===== src/rtl/lcr_pkg.sv =====
package lcr_pkg;

  // Default coordinate width of the segment and window fields.
  localparam int COORD_BITS_DEF = 16;

  // Configuration register indexes.
  localparam int CFG_IDX_W = 8;
  localparam logic [CFG_IDX_W-1:0] REG_LEFT   = 8'd0;
  localparam logic [CFG_IDX_W-1:0] REG_TOP    = 8'd1;
  localparam logic [CFG_IDX_W-1:0] REG_RIGHT  = 8'd2;
  localparam logic [CFG_IDX_W-1:0] REG_BOTTOM = 8'd3;

  // Window reset values.
  localparam int RESET_LEFT   = 0;
  localparam int RESET_TOP    = 0;
  localparam int RESET_RIGHT  = 1023;
  localparam int RESET_BOTTOM = 767;

  // Outcome of the parameter compare, carried down the pipeline.
  typedef struct packed {
    logic visible;
    logic start_tight;
    logic end_tight;
  } clip_flags_t;

endpackage


===== src/rtl/lcr_div.sv =====
// Scaled offset round(mag * num / den), halves up, as one product stage
// followed by one restoring division stage per quotient bit.
module lcr_div #(
  parameter int COORD_BITS = lcr_pkg::COORD_BITS_DEF
) (
  input  logic                  clk,
  input  logic                  adv,
  input  logic [COORD_BITS-1:0] mag,
  input  logic [COORD_BITS-1:0] num,
  input  logic [COORD_BITS-1:0] den,
  output logic [COORD_BITS-1:0] quot
);
  localparam int C  = COORD_BITS;
  localparam int RW = 2 * C + 2;

  logic [RW-1:0]  rem_r [0:C];
  logic [C-1:0]   den_r [0:C];
  logic [C-1:0]   q_r   [0:C];
  logic [2*C-1:0] prod;

  // Full-width product of the offset magnitude and the parameter numerator.
  assign prod = (2*C)'(mag) * (2*C)'(num);

  // Numerator 2*mag*num + den over divisor 2*den gives the rounded quotient.
  always_ff @(posedge clk) begin
    if (adv) begin
      rem_r[0] <= RW'({prod, 1'b0}) + RW'(den);
      den_r[0] <= den;
      q_r[0]   <= '0;
    end
  end

  // One quotient bit per stage, most significant first.
  for (genvar k = 0; k < C; k++) begin : g_step
    localparam int BIT = C - 1 - k;
    logic [RW-1:0] sub;
    logic          take;
    logic [RW-1:0] rem_nxt;
    logic [C-1:0]  q_nxt;

    always_comb begin
      sub     = RW'(den_r[k]) << (BIT + 1);
      take    = (rem_r[k] >= sub);
      rem_nxt = take ? (rem_r[k] - sub) : rem_r[k];
      q_nxt   = q_r[k];
      q_nxt[BIT] = take;
    end

    always_ff @(posedge clk) begin
      if (adv) begin
        rem_r[k+1] <= rem_nxt;
        den_r[k+1] <= den_r[k];
        q_r[k+1]   <= q_nxt;
      end
    end
  end

  assign quot = q_r[C];

endmodule


===== config.mk =====
export PLATFORM = sky130hd
export DESIGN_NAME = lcr_div
export DESIGN_NICKNAME = d
export VERILOG_FILES = /design/src/rtl/lcr_pkg.sv /design/src/rtl/lcr_div.sv
export SDC_FILE = /design/constraint.sdc
export NUM_CORES = 2
export LEC_CHECK = 0
export BUFFER_PORTS_ARGS = -buffer_cell sky130_fd_sc_hd__buf_2
export CAP_MARGIN = 20
export CORE_MARGIN = 2
export CORE_UTILIZATION = 55
export CTS_BUF_LIST = sky130_fd_sc_hd__clkbuf_16
export DETAILED_ROUTE_END_ITERATION = 6
export HOLD_SLACK_MARGIN = 0.06
export PLACE_DENSITY = 0.7
export SLEW_MARGIN = 20
export SYNTH_ARGS = -nofsm -noshare
export SYNTH_HDL_FRONTEND = slang
export SYNTH_SLANG_ARGS = --single-unit

===== constraint.sdc =====
create_clock -name clk -period 9.4 [get_ports clk]
set_input_delay 0.47 -clock clk [delete_from_list [all_inputs] [get_ports clk]]
set_output_delay 0.47 -clock clk [all_outputs]
set_load 0.05 [all_outputs]

==> run_results.csv <==
group,metric,value,unit
run_status,status,"completed",
worst_setup_path,crit_family,"adder cells",
clock_tree,clk_pin_slew,0.06,ns
synthesis,ys_warn_count,0,
final_layout,finalInstanceArea,60110,um2
routing,drc,0,
worst_setup_path,reg2reg_depth,11,
min_path,holdPathEnd,"rem_r[0][29]$_DFFE_PP_",
power,seqPwrFrac,0.300,
routing,vias,35290,
grt,grt_overflow,0,
floorplanning,die_x,320,um
power,peakVddDrop,0.6891,mV
worst_setup_path,crit_top_cell,"fa_1",
synthesis,synth-seq-area-share,0.5030,
floorplanning,die_area,102400,um2
timing,setup_violations,0,
min_path,min_path_cells,1,
timing,period_minus_slack,6.925,ns
synthesis,syn_area,54920,um2
power,switching_share,0.4104,
worst_setup_path,crit_arrival,7.33,ns
worst_setup_path,cp-end-kind,"flip-flop",
place,port_buffers,65,
power,total_leakage_power,24.18,nW
power,pwr-share-clk,0.171,
final_layout,drive_gt1_frac,0.06583,
grt,grt_max_degree,176,
clock_tree,cts_resized,0,
synthesis,yosys_register_bits,920,
synthesis,synth_most_common_cell,"edfxtp_1",
place,gp_congestion,0.8997,
worst_setup_path,path_buf_inv,4,
worst_setup_path,critPathRequiredTime,9.81,ns
clock_tree,cts_hold_buf,16,
timing,tightest_slew,1.027,ns
timing,timing.final.crit_share,0.7367,
final_layout,fillers,7867,
floorplanning,start_util,0.5564,
routing,wl_per_cell,18.46,um
floorplanning,rows,115,
timing,slew_headroom,0.3152,
grt,grt_antenna_before_repair,1,
grt,grt_pass1_vias,35120,
worst_setup_path,worst_r2r_endpoint,"rem_r[0][436]$_DFFE_PP_",
synthesis,synthTopCellsByCount,"edfxtp_1, inv_1, nand2_1",
min_path,hold_class,"in2reg",
routing,wl,115400,um
synthesis,synth_ff_type,"edfxtp_1",
worst_setup_path,r2r_slack,5.23,ns
place,placed_area,56700,um2
timing,rsz0062_at_grt,"false",
routing,ant_nets,0,
clock_tree,cts_sinks,920,
power,power.total,22.48,mW
floorplanning,die_y,320,um
clock_tree,cts-root-buf,"clkbuf_16",
synthesis,synth_area_leaders,"edfxtp_1, ha_1, fa_1, inv_1, nand2_1",
synthesis,synthCells,4773,
place,dp_hpwl,86350,um
clock_tree,cts_tree,"done",
final_layout,antennaDiodeCount,0,
routing,vias_per_cell,5.642,
grt,grt.total_usage,0.2286,
power,intPower,13.26,mW
timing,setup_tns,0,ns
timing,hold_viol,0,
timing,fin_worst_skew,0.02628,ns
final_layout,syn2layout_area_growth,9.441,%
floorplanning,core,98710,um2
power,p_switching,9.226,mW
worst_setup_path,worstSetupStartpointType,"input port",
routing,drt-pass1-iter-count,6,
clock_tree,insertion_delay,0.68,ns
clock_tree,htreeDepth,3,
final_layout,num-nets-final,5520,
worst_setup_path,cpPeakStageDelay,0.56,ns
synthesis,avgSynthCellArea,11.51,um2
clock_tree,clockBufferDepth,3,
timing,fmax,144.4,MHz
synthesis,synth_area_leader_cell,"edfxtp_1",
synthesis,synth_edf_count,920,
synthesis,synth_top_area_frac,0.5030,
clock_tree,numCtsBuffers,98,
floorplanning,io_pins,66,
worst_setup_path,crit_fanout,16,
synthesis,syn-num-nets,5407,
clock_tree,cts_setup_buffers,0,
synthesis,synthDistinctLibCells,93,
grt,grt_pass1_wl,186500,um
timing,slew_viol_final,0,
power,cellPowerDensity,374.0,nW/um2
worst_setup_path,crit_slowest_cell,"fa_1",
run,maxCapViolations,0,
min_path,min_from,"adv",
routing,drt-initial-drc-count,2795,
power,p_comb_frac,0.530,
worst_setup_path,crit_type,"in2reg",
worst_setup_path,r2r_start,"rem_r[0][390]$_DFFE_PP_",
synthesis,async_flop_share,0,
==> worst register-to-register path, stage by stage (launching register included) <==
cell and delay, ns:
edfxtp_1 0.42, ha_1 0.42, nand4_1 0.12, nor2_1 0.59, nand4b_1 0.15, nor4_1 0.62, or3_1 0.30, inv_1 0.07
a211oi_1 0.51, nand2_1 0.22, or3_1 0.37, xnor2_1 0.13
==> sequential cells by signal (all words and copies together) (netlist names) <==
| register | flops |
|---|---|
| q_r | 136 |
| den_r | 240 |
| rem_r | 544 |
==> how the worst max path moves through the flow <==
stage	to	from	cells past startpoint	slack, ns
finish	rem_r[0][32]$_DFFE_PP_	num[3]	25	2.48
CTS	rem_r[0][32]$_DFFE_PP_	mag[2]	26	2.59
global route	rem_r[0][32]$_DFFE_PP_	num[3]	25	2.16
global placement	rem_r[0][32]$_DFFE_PP_	num[3]	25	2.01
detailed placement	rem_r[0][32]$_DFFE_PP_	mag[2]	26	1.90
floorplan	rem_r[0][32]$_DFFE_PP_	mag[4]	25	2.61
==> metrics by stage <==
stage,util,instances,setup slack (ns),hold slack (ns)
finish,0.6089,6254,2.475,0.2967
floorplan,-,4773,2.606,0.4003
CTS,0.6086,6253,2.592,0.2853
global route,0.6089,6254,2.162,0.3102
global placement,0.5744,6056,2.006,0.4010
detailed placement,0.5744,6056,1.904,0.4045
==> cell type report <==
class	count	area, um2	area share
Sequential cell	920	27630	0.4596
Multi-Input combinational cell	3182	24790	0.4125
Clock buffer	100	2502	0.04163
Inverter	582	2185	0.03635
Tap cell	1287	1610	0.02679
Clock inverter	81	715.7	0.01191
Timing Repair Buffer	102	673.1	0.01120
==> cells in the final DEF (no fill, tap or decap), types with 57 or more instances in the layout <==
cell	count
a21o_1	90
nand2_1	441
clkbuf_16	100
xnor2_1	186
edfxtp_1	920
nor2b_1	57
and2_1	130
xor2_1	161
buf_2	64
fa_1	210
o21ai_0	242
nor2_1	225
nand2b_1	64
nand3_1	62
ha_1	374
nor3_1	117
inv_1	594
a21oi_1	225
==> cells by family (layout without fill, tap and decap cells) <==
logic type	after synthesis	in the layout	share of synthesized area
mux	50	50	0.009660
simple gates	1373	1373	0.1278
xor+xnor	347	347	0.05534
compound gates	828	828	0.09569
fa+ha+maj	584	584	0.1618
buf+inv	671	865	0.04670
flops	920	920	0.5030
==> per-layer routing <==
metal	vias up	GRT usage	routed length, um
met2	877	0.3923	56930
li1	17150	-	-
met4	0	0.07731	3618
met1	17030	0.3018	49870
met5	-	0	0
met3	228	0.02729	5004
==> power by group through the flow <==
| stage | clock (mW) | combinational [mW] | sequential [mW] |
|---|---|---|---|
| floorplan | 0 | 9.11 | 6.51 |
| global placement | 0 | 11.6 | 6.79 |
| CTS | 3.93 | 11.9 | 6.73 |
| detailed placement | 0 | 11.7 | 6.80 |
| global route | 4.10 | 13.3 | 6.83 |
| finish | 3.84 | 11.9 | 6.73 |
(Power assumes the default switching activity.)
