$ cat config.mk
export PLATFORM = sky130hd
export DESIGN_NAME = lcr_axis
export DESIGN_NICKNAME = d
export VERILOG_FILES = /design/src/rtl/lcr_pkg.sv /design/src/rtl/lcr_axis.sv
export SDC_FILE = /design/constraint.sdc
export NUM_CORES = 1
export LEC_CHECK = 0
export ABC_AREA = 1
export BUFFER_PORTS_ARGS = -buffer_cell sky130_fd_sc_hd__buf_2
export CAP_MARGIN = 10
export CORE_MARGIN = 10
export CORE_UTILIZATION = 60
export CTS_CLUSTER_DIAMETER = 60
export CTS_CLUSTER_SIZE = 30
export DETAILED_ROUTE_END_ITERATION = 8
export GPL_TIMING_DRIVEN = 0
export PLACE_DENSITY_LB_ADDON = 0.1
export SLEW_MARGIN = 30
export SYNTH_ARGS = -nofsm -noshare
export SYNTH_HDL_FRONTEND = slang
export SYNTH_SLANG_ARGS = --single-unit
$ cat constraint.sdc
create_clock -name clk -period 8.5 [get_ports clk]
set_input_delay 0.85 -clock clk [delete_from_list [all_inputs] [get_ports clk]]
set_output_delay 0.85 -clock clk [all_outputs]
set_load 0.03 [all_outputs]
$ cat src/rtl/lcr_pkg.sv
package lcr_pkg;

  // Default coordinate width of the segment and window fields.
  localparam int COORD_BITS_DEF = 16;

  // Configuration register indexes.
  localparam int CFG_IDX_W = 8;
  localparam logic [CFG_IDX_W-1:0] REG_LEFT   = 8'd0;
  localparam logic [CFG_IDX_W-1:0] REG_TOP    = 8'd1;
  localparam logic [CFG_IDX_W-1:0] REG_RIGHT  = 8'd2;
  localparam logic [CFG_IDX_W-1:0] REG_BOTTOM = 8'd3;

  // Window reset values.
  localparam int RESET_LEFT   = 0;
  localparam int RESET_TOP    = 0;
  localparam int RESET_RIGHT  = 1023;
  localparam int RESET_BOTTOM = 767;

  // Outcome of the parameter compare, carried down the pipeline.
  typedef struct packed {
    logic visible;
    logic start_tight;
    logic end_tight;
  } clip_flags_t;

endpackage

$ cat src/rtl/lcr_axis.sv
// One axis of the parametric test: both window edges of that axis give an
// entering and a leaving parameter over the common denominator |delta|.
module lcr_axis #(
  parameter int COORD_BITS = lcr_pkg::COORD_BITS_DEF
) (
  input  logic                         clk,
  input  logic                         adv,
  input  logic signed [COORD_BITS-1:0] p_start,
  input  logic signed [COORD_BITS-1:0] p_end,
  input  logic signed [COORD_BITS-1:0] lim_lo,
  input  logic signed [COORD_BITS-1:0] lim_hi,
  output logic        [COORD_BITS-1:0] den_r,
  output logic        [COORD_BITS-1:0] mag_r,
  output logic                         neg_r,
  output logic signed [COORD_BITS:0]   enter_r,
  output logic signed [COORD_BITS:0]   leave_r,
  output logic                         ok_r
);
  localparam int C = COORD_BITS;

  logic signed [C:0] s_ext, e_ext, lo_ext, hi_ext;
  logic signed [C:0] delta, mag_full, raw_en, raw_ln, den_s;
  logic              par, outside;
  logic [C-1:0]      den_nxt, mag_nxt;
  logic              neg_nxt, ok_nxt;
  logic signed [C:0] enter_nxt, leave_nxt;

  // Entering numerator clamped below at 0, leaving numerator clamped above at the denominator |delta|.
  always_comb begin
    s_ext    = {p_start[C-1], p_start};
    e_ext    = {p_end[C-1], p_end};
    lo_ext   = {lim_lo[C-1], lim_lo};
    hi_ext   = {lim_hi[C-1], lim_hi};
    delta    = e_ext - s_ext;
    neg_nxt  = delta[C];
    mag_full = neg_nxt ? -delta : delta;
    mag_nxt  = mag_full[C-1:0];
    par      = (delta == '0);
    outside  = (s_ext < lo_ext) || (s_ext > hi_ext);
    raw_en   = neg_nxt ? (s_ext - hi_ext) : (lo_ext - s_ext);
    raw_ln   = neg_nxt ? (s_ext - lo_ext) : (hi_ext - s_ext);
    den_s    = $signed({1'b0, mag_nxt});
    if (par) begin
      den_nxt   = C'(1);
      enter_nxt = '0;
      leave_nxt = (C+1)'(1);
      ok_nxt    = !outside;
    end else begin
      den_nxt   = mag_nxt;
      enter_nxt = (raw_en < 0) ? '0 : raw_en;
      leave_nxt = (raw_ln > den_s) ? den_s : raw_ln;
      ok_nxt    = (enter_nxt <= leave_nxt);
    end
  end

  always_ff @(posedge clk) begin
    if (adv) begin
      den_r   <= den_nxt;
      mag_r   <= mag_nxt;
      neg_r   <= neg_nxt;
      enter_r <= enter_nxt;
      leave_r <= leave_nxt;
      ok_r    <= ok_nxt;
    end
  end

endmodule

==> results.md <==
- Req. time, crit path: ~8600 ps
- Total clock sinks: 67
- DRT antenna net count: 0
- Syn Area/Cell: 6.800 um2
- Setup Fix Bufs, Post-CTS: 0
- Hold crit path type: input port to register
- Total wire length: 27,500 um
- Synth top area cells: edfxtp_1 22%, ha_1 16%, nand2_1 15%, inv_1 9.5%, xor2_1 4.6%
- Max-Cap Viols: 0
- Overall die area: 20,250 um2
- FMAX: 149.4 MHz
- Clock Tree Root: clkbuf_16
- Wire length on met2: 12,610 um
- Row count: 44
- Non-filler instance count after layout: 1,652
- DP HPWL: 23,700 um
- GRT Util Overall: 26.41%
- Yosys warning count: 0
- #FFs+latches synth: between 60 and 70
- Layout fillers: 1,286
- Antenna cells: 0
- First-pass GRT wire length: 42,790 um
- Clock slew seen by the registers of the worst setup and hold paths: around 50 ps
- Remaining Overflow, GRT: 0
- Die width: 142.3 um
- Vias in the first global route: 8,372
- CP max-delay cell: fa_1
- Highest metal used: met4
- Met1 wire length: 11,840 um
- WL/cell: 16.65 um
- CP endpoint kind: register
- TNS Setup: 0 ps
- Layout Area Growth over Synthesis: 12.96%
- First drt pass iteration count: 5
- Initial antenna violation count: 0
- Nets: 1,650
- Final setup vio count: 0
- DR WL met3: about 2300 um
- CTS tree: yes
- Fin. Hold Viols: 0
- I/O Pins: 134
- Slew headroom: 47.04%
- Yosys top cell by area: edfxtp_1
- Power Density: 227.0 nW/um2
- # resized after CTS: 0
- CP arrival: about 6800 ps
- Slew Viols, Final: 0
- Hold Buf Count CTS: 0
- DRC viols: 0
- Post-route minimum period: 6695 ps
- Inserted Clock Buffers: 9
- RSZ-0062 raised after global routing: false
- Port Buffers: 132
- Unique masters post-synth: 52
- Initial Util: 61.53%
- Sequential cell area fraction in the yosys report: between 20 and 25%
- Mapped Area: between 8000 and 9000 um2
- Worst-margin pin slew: 794.4 ps
- CORE AREA: roughly 15,000 um2
- Synthesized instance count: 1,320
- Vias: approximately 9,000
- Die Y: around 140 um
- Initial DRC Count: ~610
- P_leak: between 0.005 and 0.006 uW
- Status: complete, no violations
- Share of the synthesized area in the top cell type: 22.41%
- GP Congestion: between 0.9 and 1
- H-Tree Depth: 3
- Area of the multi-input gates: 5841 um2
- Max VDD drop: 0.0001603 V
- Syn Nets: 1,507
- Pin count of the biggest net entering global routing: 68
- Max incr delay on CP: about 520 ps
- Startpoint Class: input port
- Vias per cell: approximately 5.4
- Layout cells sized above 1: 17.37%
- Tcrit/Tclk final: 78.77%
- Critical path peak fanout: 10
- Most used cell along the critical path: nand2_1
- Total placed cells including tap cells: ~1,600
- Max clock buf depth: 2
- Setup CP Type: input port to register
- Reg area: 2012 um2
==> path summary, 6_finish.rpt <==
kind,start,endpoint,slack [ps],depth (start not counted)
setup / recovery,p_start[1],ok_r,1800,40
hold / removal,adv,den_r[7],1130,1
==> per-stage QoR <==
stage | hold WS (ps) | setup slack, ps | total power [uW] | util [%] | instance area (um2)
after floorplan | 962.5 | 2890 | 1557 | - | 8976
after global routing | 1165 | 1335 | 2481 | 69.50 | 10140
after CTS | 1136 | 1898 | 2291 | 69.50 | 10140
after global placement | 1329 | 1589 | 1917 | 67.63 | 9867
after detailed placement | 1329 | 1558 | 1955 | 67.65 | 9869
final | 1129 | 1805 | 2301 | 69.50 | 10140
==> power by group <==
part	leakage (uW)	internal, uW	switching, uW	total, uW
Combinational	0.00480	458	988	1450
Sequential	0.000655	501	22.7	524
Clock	0.000127	197	134	331
==> worst max-delay path: cells and delay by family <==
family                     cells  cell delay (ps)
and+or+nand+nor               24             2740
adders and majority gates      4             1500
buffers and inverters          7              900
AOI/OAI and AO/OA              5              780
==> cell families (layout without fill, tap and decap cells) <==
group | after synthesis | after routing | synth area share (%)
simple gates | 605 | 605 | 29.52
buf+inv | 274 | 422 | 12.52
compound gates | 189 | 189 | 11.64
fa+ha+maj | 121 | 121 | 17.28
flops | 67 | 67 | 22.41
xor+xnor | 62 | 62 | 6.468
other cells | 1 | 1 | 0.04178
mux | 1 | 1 | 0.1115
==> Yosys cell counts (all sizes together) <==
| cell | count |
|---|---|
| nand2 | 381 |
| inv | 241 |
| nor2 | 129 |
| ha | 116 |
| a21oi | 84 |
| o21ai | 72 |
| edfxtp | 67 |
| nand3 | 55 |
| xor2 | 52 |
| buf | 24 |
| nand4 | 17 |
| o21bai | 11 |
| nor3 | 10 |
| xnor2 | 10 |
| clkbuf | 9 |
| o21a | 6 |
| fa | 5 |
| or2 | 5 |
| a21o | 4 |
| nand3b | 4 |
| a31oi | 3 |
| and2 | 3 |
| o211ai | 3 |
| a211oi | 1 |
| conb | 1 |
| mux2i | 1 |
| nor3b | 1 |
| o2111ai | 1 |
| o221ai | 1 |
| o31a | 1 |
| o31ai | 1 |
| o41ai | 1 |
==> per-layer routing <==
metal  vias to the layer above  GRT usage, %
met1                      3999         34.68
li1                       4473             -
met3                        38         3.037
met4                         0         9.744
met2                       390         43.67
met5                         -             0
==> sequential cells by signal, summed over array words and instances (netlist names) <==
register and cells:
mag_r 16, enter_r 16, leave_r 17, den_r 16, ok_r 1, neg_r 1
==> layout make-up <==
type                            count  area share, %
Multi-Input combinational cell    979          57.60
Inverter                          241          8.922
Clock inverter                      6         0.4072
Sequential cell                    67          19.84
Clock buffer                       10          2.258
Timing Repair Buffer              132          6.540
Tap cell                          184          2.270
Buffer                             33          2.159
==> cells in the final DEF, fill, tap and decap left out, types with 7 or more instances in the layout <==
cell	n
edfxtp_1	67
nand2_2	21
nand2_1	358
xnor2_1	10
inv_2	15
a21oi_1	81
ha_1	116
o21ai_1	19
nand4_1	17
buf_6	7
o21ai_0	52
nor2_2	15
nor2_1	109
clkbuf_16	9
nor3_1	7
o21bai_1	11
nand3_1	51
clkbuf_2	7
inv_1	226
buf_2	143
xor2_1	47
Power figures use the tool's default switching activity.
