$ cat src/rtl/lcr_pkg.sv
package lcr_pkg;

  // Default coordinate width of the segment and window fields.
  localparam int COORD_BITS_DEF = 16;

  // Configuration register indexes.
  localparam int CFG_IDX_W = 8;
  localparam logic [CFG_IDX_W-1:0] REG_LEFT   = 8'd0;
  localparam logic [CFG_IDX_W-1:0] REG_TOP    = 8'd1;
  localparam logic [CFG_IDX_W-1:0] REG_RIGHT  = 8'd2;
  localparam logic [CFG_IDX_W-1:0] REG_BOTTOM = 8'd3;

  // Window reset values.
  localparam int RESET_LEFT   = 0;
  localparam int RESET_TOP    = 0;
  localparam int RESET_RIGHT  = 1023;
  localparam int RESET_BOTTOM = 767;

  // Outcome of the parameter compare, carried down the pipeline.
  typedef struct packed {
    logic visible;
    logic start_tight;
    logic end_tight;
  } clip_flags_t;

endpackage

$ cat src/rtl/lcr_select.sv
// Cross products between the axes, then the largest entering and the
// smallest leaving parameter and the visibility decision.
module lcr_select #(
  parameter int COORD_BITS = lcr_pkg::COORD_BITS_DEF
) (
  input  logic                         clk,
  input  logic                         adv,
  input  logic                         ok_x,
  input  logic                         ok_y,
  input  logic signed [COORD_BITS:0]   enter_x,
  input  logic signed [COORD_BITS:0]   leave_x,
  input  logic        [COORD_BITS-1:0] den_x,
  input  logic signed [COORD_BITS:0]   enter_y,
  input  logic signed [COORD_BITS:0]   leave_y,
  input  logic        [COORD_BITS-1:0] den_y,
  output logic        [COORD_BITS-1:0] en_num_r,
  output logic        [COORD_BITS-1:0] en_den_r,
  output logic        [COORD_BITS-1:0] lv_num_r,
  output logic        [COORD_BITS-1:0] lv_den_r,
  output lcr_pkg::clip_flags_t         flags_r
);
  localparam int C = COORD_BITS;
  localparam int PW = 2 * C + 2;

  logic signed [2*C+1:0] pe_x_r, pe_y_r, pl_x_r, pl_y_r;
  logic signed [C:0]     ex_r, ey_r, lx_r, ly_r;
  logic [C-1:0]          dx_r, dy_r;
  logic                  ok_r;

  logic signed [C:0]     en_ch, lv_ch;
  logic [C-1:0]          ed_ch, ld_ch;
  logic [C-1:0]          en_num_nxt, en_den_nxt, lv_num_nxt, lv_den_nxt;
  lcr_pkg::clip_flags_t  flags_nxt;

  // First stage: each parameter multiplied by the other axis' denominator.
  always_ff @(posedge clk) begin
    if (adv) begin
      pe_x_r <= PW'(enter_x) * PW'($signed({1'b0, den_y}));
      pe_y_r <= PW'(enter_y) * PW'($signed({1'b0, den_x}));
      pl_x_r <= PW'(leave_x) * PW'($signed({1'b0, den_y}));
      pl_y_r <= PW'(leave_y) * PW'($signed({1'b0, den_x}));
      ex_r   <= enter_x;
      ey_r   <= enter_y;
      lx_r   <= leave_x;
      ly_r   <= leave_y;
      dx_r   <= den_x;
      dy_r   <= den_y;
      ok_r   <= ok_x && ok_y;
    end
  end

  // Second stage: pick the tightest pair and check it is not empty.
  always_comb begin
    if (pe_y_r > pe_x_r) begin
      en_ch = ey_r;
      ed_ch = dy_r;
    end else begin
      en_ch = ex_r;
      ed_ch = dx_r;
    end
    if (pl_y_r < pl_x_r) begin
      lv_ch = ly_r;
      ld_ch = dy_r;
    end else begin
      lv_ch = lx_r;
      ld_ch = dx_r;
    end
    en_num_nxt            = en_ch[C-1:0];
    en_den_nxt            = ed_ch;
    lv_num_nxt            = lv_ch[C-1:0];
    lv_den_nxt            = ld_ch;
    flags_nxt.visible     = ok_r && (pe_x_r <= pl_y_r) && (pe_y_r <= pl_x_r);
    flags_nxt.start_tight = (en_ch != '0);
    flags_nxt.end_tight   = (lv_ch < $signed({1'b0, ld_ch}));
  end

  always_ff @(posedge clk) begin
    if (adv) begin
      en_num_r <= en_num_nxt;
      en_den_r <= en_den_nxt;
      lv_num_r <= lv_num_nxt;
      lv_den_r <= lv_den_nxt;
      flags_r  <= flags_nxt;
    end
  end

endmodule

$ cat config.mk
export PLATFORM = sky130hd
export DESIGN_NAME = lcr_select
export DESIGN_NICKNAME = d
export VERILOG_FILES = /design/src/rtl/lcr_pkg.sv /design/src/rtl/lcr_select.sv
export SDC_FILE = /design/constraint.sdc
export NUM_CORES = 2
export LEC_CHECK = 0
export BUFFER_PORTS_ARGS = -buffer_cell sky130_fd_sc_hd__buf_4
export CAP_MARGIN = 20
export CORE_ASPECT_RATIO = 1.5
export CORE_MARGIN = 5
export CORE_UTILIZATION = 35
export CTS_CLUSTER_SIZE = 10
export DETAILED_ROUTE_END_ITERATION = 16
export PLACE_DENSITY = 0.59
export SLEW_MARGIN = 10
export SYNTH_ARGS = -nofsm -noshare
export SYNTH_HDL_FRONTEND = slang
export SYNTH_SLANG_ARGS = --single-unit
$ cat constraint.sdc
create_clock -name clk -period 10.4 [get_ports clk]
set_clock_uncertainty 0.2 [all_clocks]
set_input_delay 1.04 -clock clk [delete_from_list [all_inputs] [get_ports clk]]
set_output_delay 1.04 -clock clk [all_outputs]
set_load 0.05 [all_outputs]
==> impl_metrics.xml <==
<?xml version="1.0" encoding="UTF-8"?>
<metrics>
  <group name="clock_tree">
    <metric name="post-cts-setup-buffers" unit="">0</metric>
    <metric name="cts.reportedPaths.clkPinSlew" unit="ps">60</metric>
    <metric name="cts_hold_buf" unit="">0</metric>
    <metric name="cts.sinks" unit="">304</metric>
    <metric name="ctsLongestPathBuffers" unit="">3</metric>
    <metric name="depth_of_the_cts_h_tree" unit="">2</metric>
    <metric name="cts_tree" unit="">done</metric>
    <metric name="clk_root_buffer_cell" unit="">clkbuf_16</metric>
    <metric name="cts_resized" unit="">0</metric>
    <metric name="clock_latency_on_the_worst_skew_pair" unit="ps">590</metric>
    <metric name="cts_made_buffers" unit="">40</metric>
  </group>
  <group name="sta">
    <metric name="min_period_over_period" unit="">0.697</metric>
    <metric name="report.final.slew_viol_count" unit="">0</metric>
    <metric name="final-hold-violation-count" unit="">0</metric>
    <metric name="worst_slew_pin_slew" unit="ps">1030</metric>
    <metric name="setup_viol_count_final" unit="">0</metric>
    <metric name="setup_total_negative_slack" unit="ps">0</metric>
    <metric name="final_worst_path_period_need" unit="ps">7250</metric>
    <metric name="max-slew-margin-rel" unit="">0.313</metric>
    <metric name="max_freq" unit="MHz">138</metric>
    <metric name="fin_hold_ws" unit="ps">362</metric>
    <metric name="rsz0062_at_grt" unit="">false</metric>
  </group>
  <group name="logic_synthesis">
    <metric name="synth_enable_flop_cells" unit="">304</metric>
    <metric name="ys_seq_area_frac" unit="">0.163</metric>
    <metric name="syn-mean-instance-area" unit="um2">9.82</metric>
    <metric name="synth_top_cell_by_area" unit="">fa_1</metric>
    <metric name="synthesis.instances" unit="">5688</metric>
    <metric name="synth_warnings" unit="">0</metric>
    <metric name="synth_commonest_cells" unit="">inv_1 (1531), fa_1 (1116), nand2_1 (682), ha_1 (498), and2_1 (465)</metric>
    <metric name="synth_fp_nets" unit="">7406</metric>
    <metric name="ys_ff_latch" unit="">304</metric>
    <metric name="netlist_area" unit="um2">55800</metric>
    <metric name="yosys.cell_types.count" unit="">75</metric>
    <metric name="synth.top_cells.by_area" unit="">fa_1 (40%), edfxtp_1 (16%), ha_1 (11%), inv_1 (10%), and2_1 (5.2%)</metric>
    <metric name="dominantRegCellSynth" unit="">edfxtp_1</metric>
    <metric name="async_reset_ff_frac" unit="">0</metric>
    <metric name="yosysMostFrequentCell" unit="">inv_1</metric>
    <metric name="synth.top_cell.area_share" unit="">0.400</metric>
  </group>
  <group name="job">
    <metric name="max_cap_violations" unit="">0</metric>
  </group>
  <group name="setup_path">
    <metric name="timing.setup.critical_path_class" unit="">in -&gt; reg</metric>
    <metric name="critical_path.reg2reg.endpoint" unit="">flags_r[0]$_DFFE_PP_</metric>
    <metric name="r2r_cells" unit="">15</metric>
    <metric name="crit_path_cell_trace" unit="">buf_4 -&gt; nand2_1 -&gt; fa_1 -&gt; fa_1 -&gt; inv_1 -&gt; fa_1 -&gt; inv_1 -&gt; fa_1 -&gt; inv_1 -&gt; fa_1 -&gt; inv_1 -&gt; fa_1 -&gt; inv_1 -&gt; ha_1 -&gt; a21o_1 -&gt; a21oi_1 -&gt; nor3b_1 -&gt; a21oi_1 -&gt; a2111oi_0 -&gt; o31ai_1 -&gt; a21oi_1 -&gt; xnor2_1</metric>
    <metric name="r2r_setup_slack" unit="ps">4120</metric>
    <metric name="maximum_fanout_encountered_on_the_critical_timing_path" unit="">35</metric>
    <metric name="cpMostUsedCell" unit="">fa_1</metric>
    <metric name="critPathCaptureType" unit="">flop</metric>
    <metric name="cp_data_required_time" unit="ps">10530</metric>
    <metric name="r2r_start" unit="">pl_y_r[19]$_DFFE_PP_</metric>
    <metric name="worst_setup_path_start_kind" unit="">primary input</metric>
    <metric name="critPathMaxStageDelay" unit="ps">690</metric>
    <metric name="critPathArrivalTime" unit="ps">7380</metric>
    <metric name="crit_path_top_delay_cell" unit="">a2111oi_0</metric>
  </group>
  <group name="drt">
    <metric name="wl_per_cell" unit="um">19.2</metric>
    <metric name="firstDrtPassIters" unit="">5</metric>
    <metric name="via_per_inst" unit="">4.92</metric>
    <metric name="drt-total-wl" unit="um">150000</metric>
    <metric name="postRouteAntennaNets" unit="">0</metric>
    <metric name="drt_iter0_drc" unit="">1776</metric>
    <metric name="detail_route.drc_violations" unit="">0</metric>
    <metric name="detailroute.via_count" unit="">38500</metric>
  </group>
  <group name="worst_hold_path">
    <metric name="worst_hold_path_type" unit="">reg -&gt; reg</metric>
    <metric name="worst_hold_path_cells" unit="">2</metric>
    <metric name="hold_path_startpoint" unit="">dy_r[0]$_DFFE_PP_</metric>
    <metric name="holdPathEnd" unit="">lv_den_r[0]$_DFFE_PP_</metric>
  </group>
  <group name="floorplan">
    <metric name="dieWidth" unit="um">336</metric>
    <metric name="dieHeight" unit="um">499</metric>
    <metric name="floorplan.die_area" unit="um2">168000</metric>
    <metric name="rows" unit="">179</metric>
    <metric name="coreArea" unit="um2">159000</metric>
    <metric name="start_util" unit="">0.352</metric>
    <metric name="boundaryPins" unit="">171</metric>
  </group>
  <group name="place">
    <metric name="io_buffers" unit="">170</metric>
    <metric name="dp_hpwl" unit="um">120000</metric>
    <metric name="gpl.final_weighted_congestion" unit="">0.873</metric>
  </group>
  <group name="final_layout">
    <metric name="areaGrowthSynthToFinish" unit="%">7.92</metric>
    <metric name="drive_gt1_frac" unit="">0.0519</metric>
    <metric name="finish.net_count" unit="">7439</metric>
  </group>
  <group name="global_route">
    <metric name="first_global_vias" unit="">43000</metric>
    <metric name="grt_antenna_before_repair" unit="">18</metric>
    <metric name="grt_pass1_wl" unit="um">239000</metric>
    <metric name="aggregate_global_route_resource_usage" unit="">0.183</metric>
    <metric name="grt_max_degree" unit="">171</metric>
    <metric name="overflow" unit="">0</metric>
  </group>
  <group name="run_status">
    <metric name="status" unit="">finished clean</metric>
  </group>
</metrics>
## layout by cell type (no fill, tap or decap), types with 23 or more instances in the layout
master,count
fa_1,1116
clkbuf_16,41
nor3_1,26
nand3_1,23
nand4_1,45
o21ai_0,70
edfxtp_1,304
mux2_2,50
inv_1,1531
xnor2_1,104
xor2_1,27
nand2_1,682
nor2_1,96
ha_1,498
nor2b_1,25
buf_4,172
a21oi_1,133
a21o_1,85
and2_1,465
## per-stage QoR
step	instance area, um2	utilization	instances	worst slack (ps)
5_1_grt	60300	0.380	7824	2790
3_3_place_gp	59100	0.373	7760	2560
2_1_floorplan	55800	-	5688	3260
3_5_place_dp	59100	0.373	7760	2560
6_report	60300	0.380	7825	3150
4_1_cts	60300	0.380	7819	3170
## how the worst max path moves through the flow
stage | from | endpoint | depth (start not counted)
2_1_floorplan | enter_x[16] | pe_x_r[32]$_DFFE_PP_ | 21
3_3_place_gp | den_x[2] | pe_y_r[32]$_DFFE_PP_ | 22
3_5_place_dp | den_x[8] | pl_y_r[30]$_DFFE_PP_ | 21
4_1_cts | den_x[8] | pl_y_r[30]$_DFFE_PP_ | 21
5_1_grt | den_x[2] | pe_y_r[32]$_DFFE_PP_ | 22
6_report | den_x[2] | pe_y_r[32]$_DFFE_PP_ | 22
## kinds of logic (layout without fill, tap and decap cells)
group / after synthesis / in the layout / synth area share
buffers and inverters: 1714 / 1764 / 0.116
and+or+nand+nor: 1427 / 1427 / 0.125
adders and majority gates: 1614 / 1614 / 0.512
xor gates and xnor gates: 131 / 131 / 0.0205
other: 0 / 6 / 0
muxes: 69 / 69 / 0.0135
DFF: 304 / 304 / 0.163
AOI/OAI and AO/OA: 429 / 429 / 0.0508
## flip-flops by register name (all words and copies together) (netlist names)
register,flops
dx_r,16
dy_r,16
en_den_r,16
en_num_r,16
ex_r,17
ey_r,17
flags_r,3
lv_den_r,16
lv_num_r,16
lx_r,17
ly_r,17
ok_r,1
pe_x_r,34
pe_y_r,34
pl_x_r,34
pl_y_r,34
## worst max-delay path: cells and delay by family
family / cells / cell delay (ps)
buffers and inverters: 6 / 670
adders and majority gates: 7 / 3460
AOI/OAI and AO/OA: 6 / 1680
xor gates and xnor gates: 1 / 80
and+or+nand+nor: 2 / 430
## area by class of cell
class                           count  area (um2)
Antenna cell                        6        15.0
Clock buffer                       47        1050
Clock inverter                     12         131
Fill cell                       16000       98300
Inverter                         1531        5750
Multi-Input combinational cell   3670       40300
Sequential cell                   304        9130
Tap cell                         2081        2600
Timing Repair Buffer              174        1330
## routing by layer
| metal | share of wire | routed length, um | GRT usage | up-vias |
|---|---|---|---|---|
| met1 | 0.40 | 59600 | 0.224 | 20100 |
| met5 | 0.000080 | 12 | 0 | - |
| met4 | 0.040 | 5940 | 0.0626 | 2 |
| li1 | - | - | - | 17100 |
| met2 | 0.51 | 77000 | 0.332 | 957 |
| met3 | 0.049 | 7340 | 0.0218 | 267 |
Power is not shown: default switching activity piles up to over one toggle a cycle in this logic, so the estimate is an artifact.
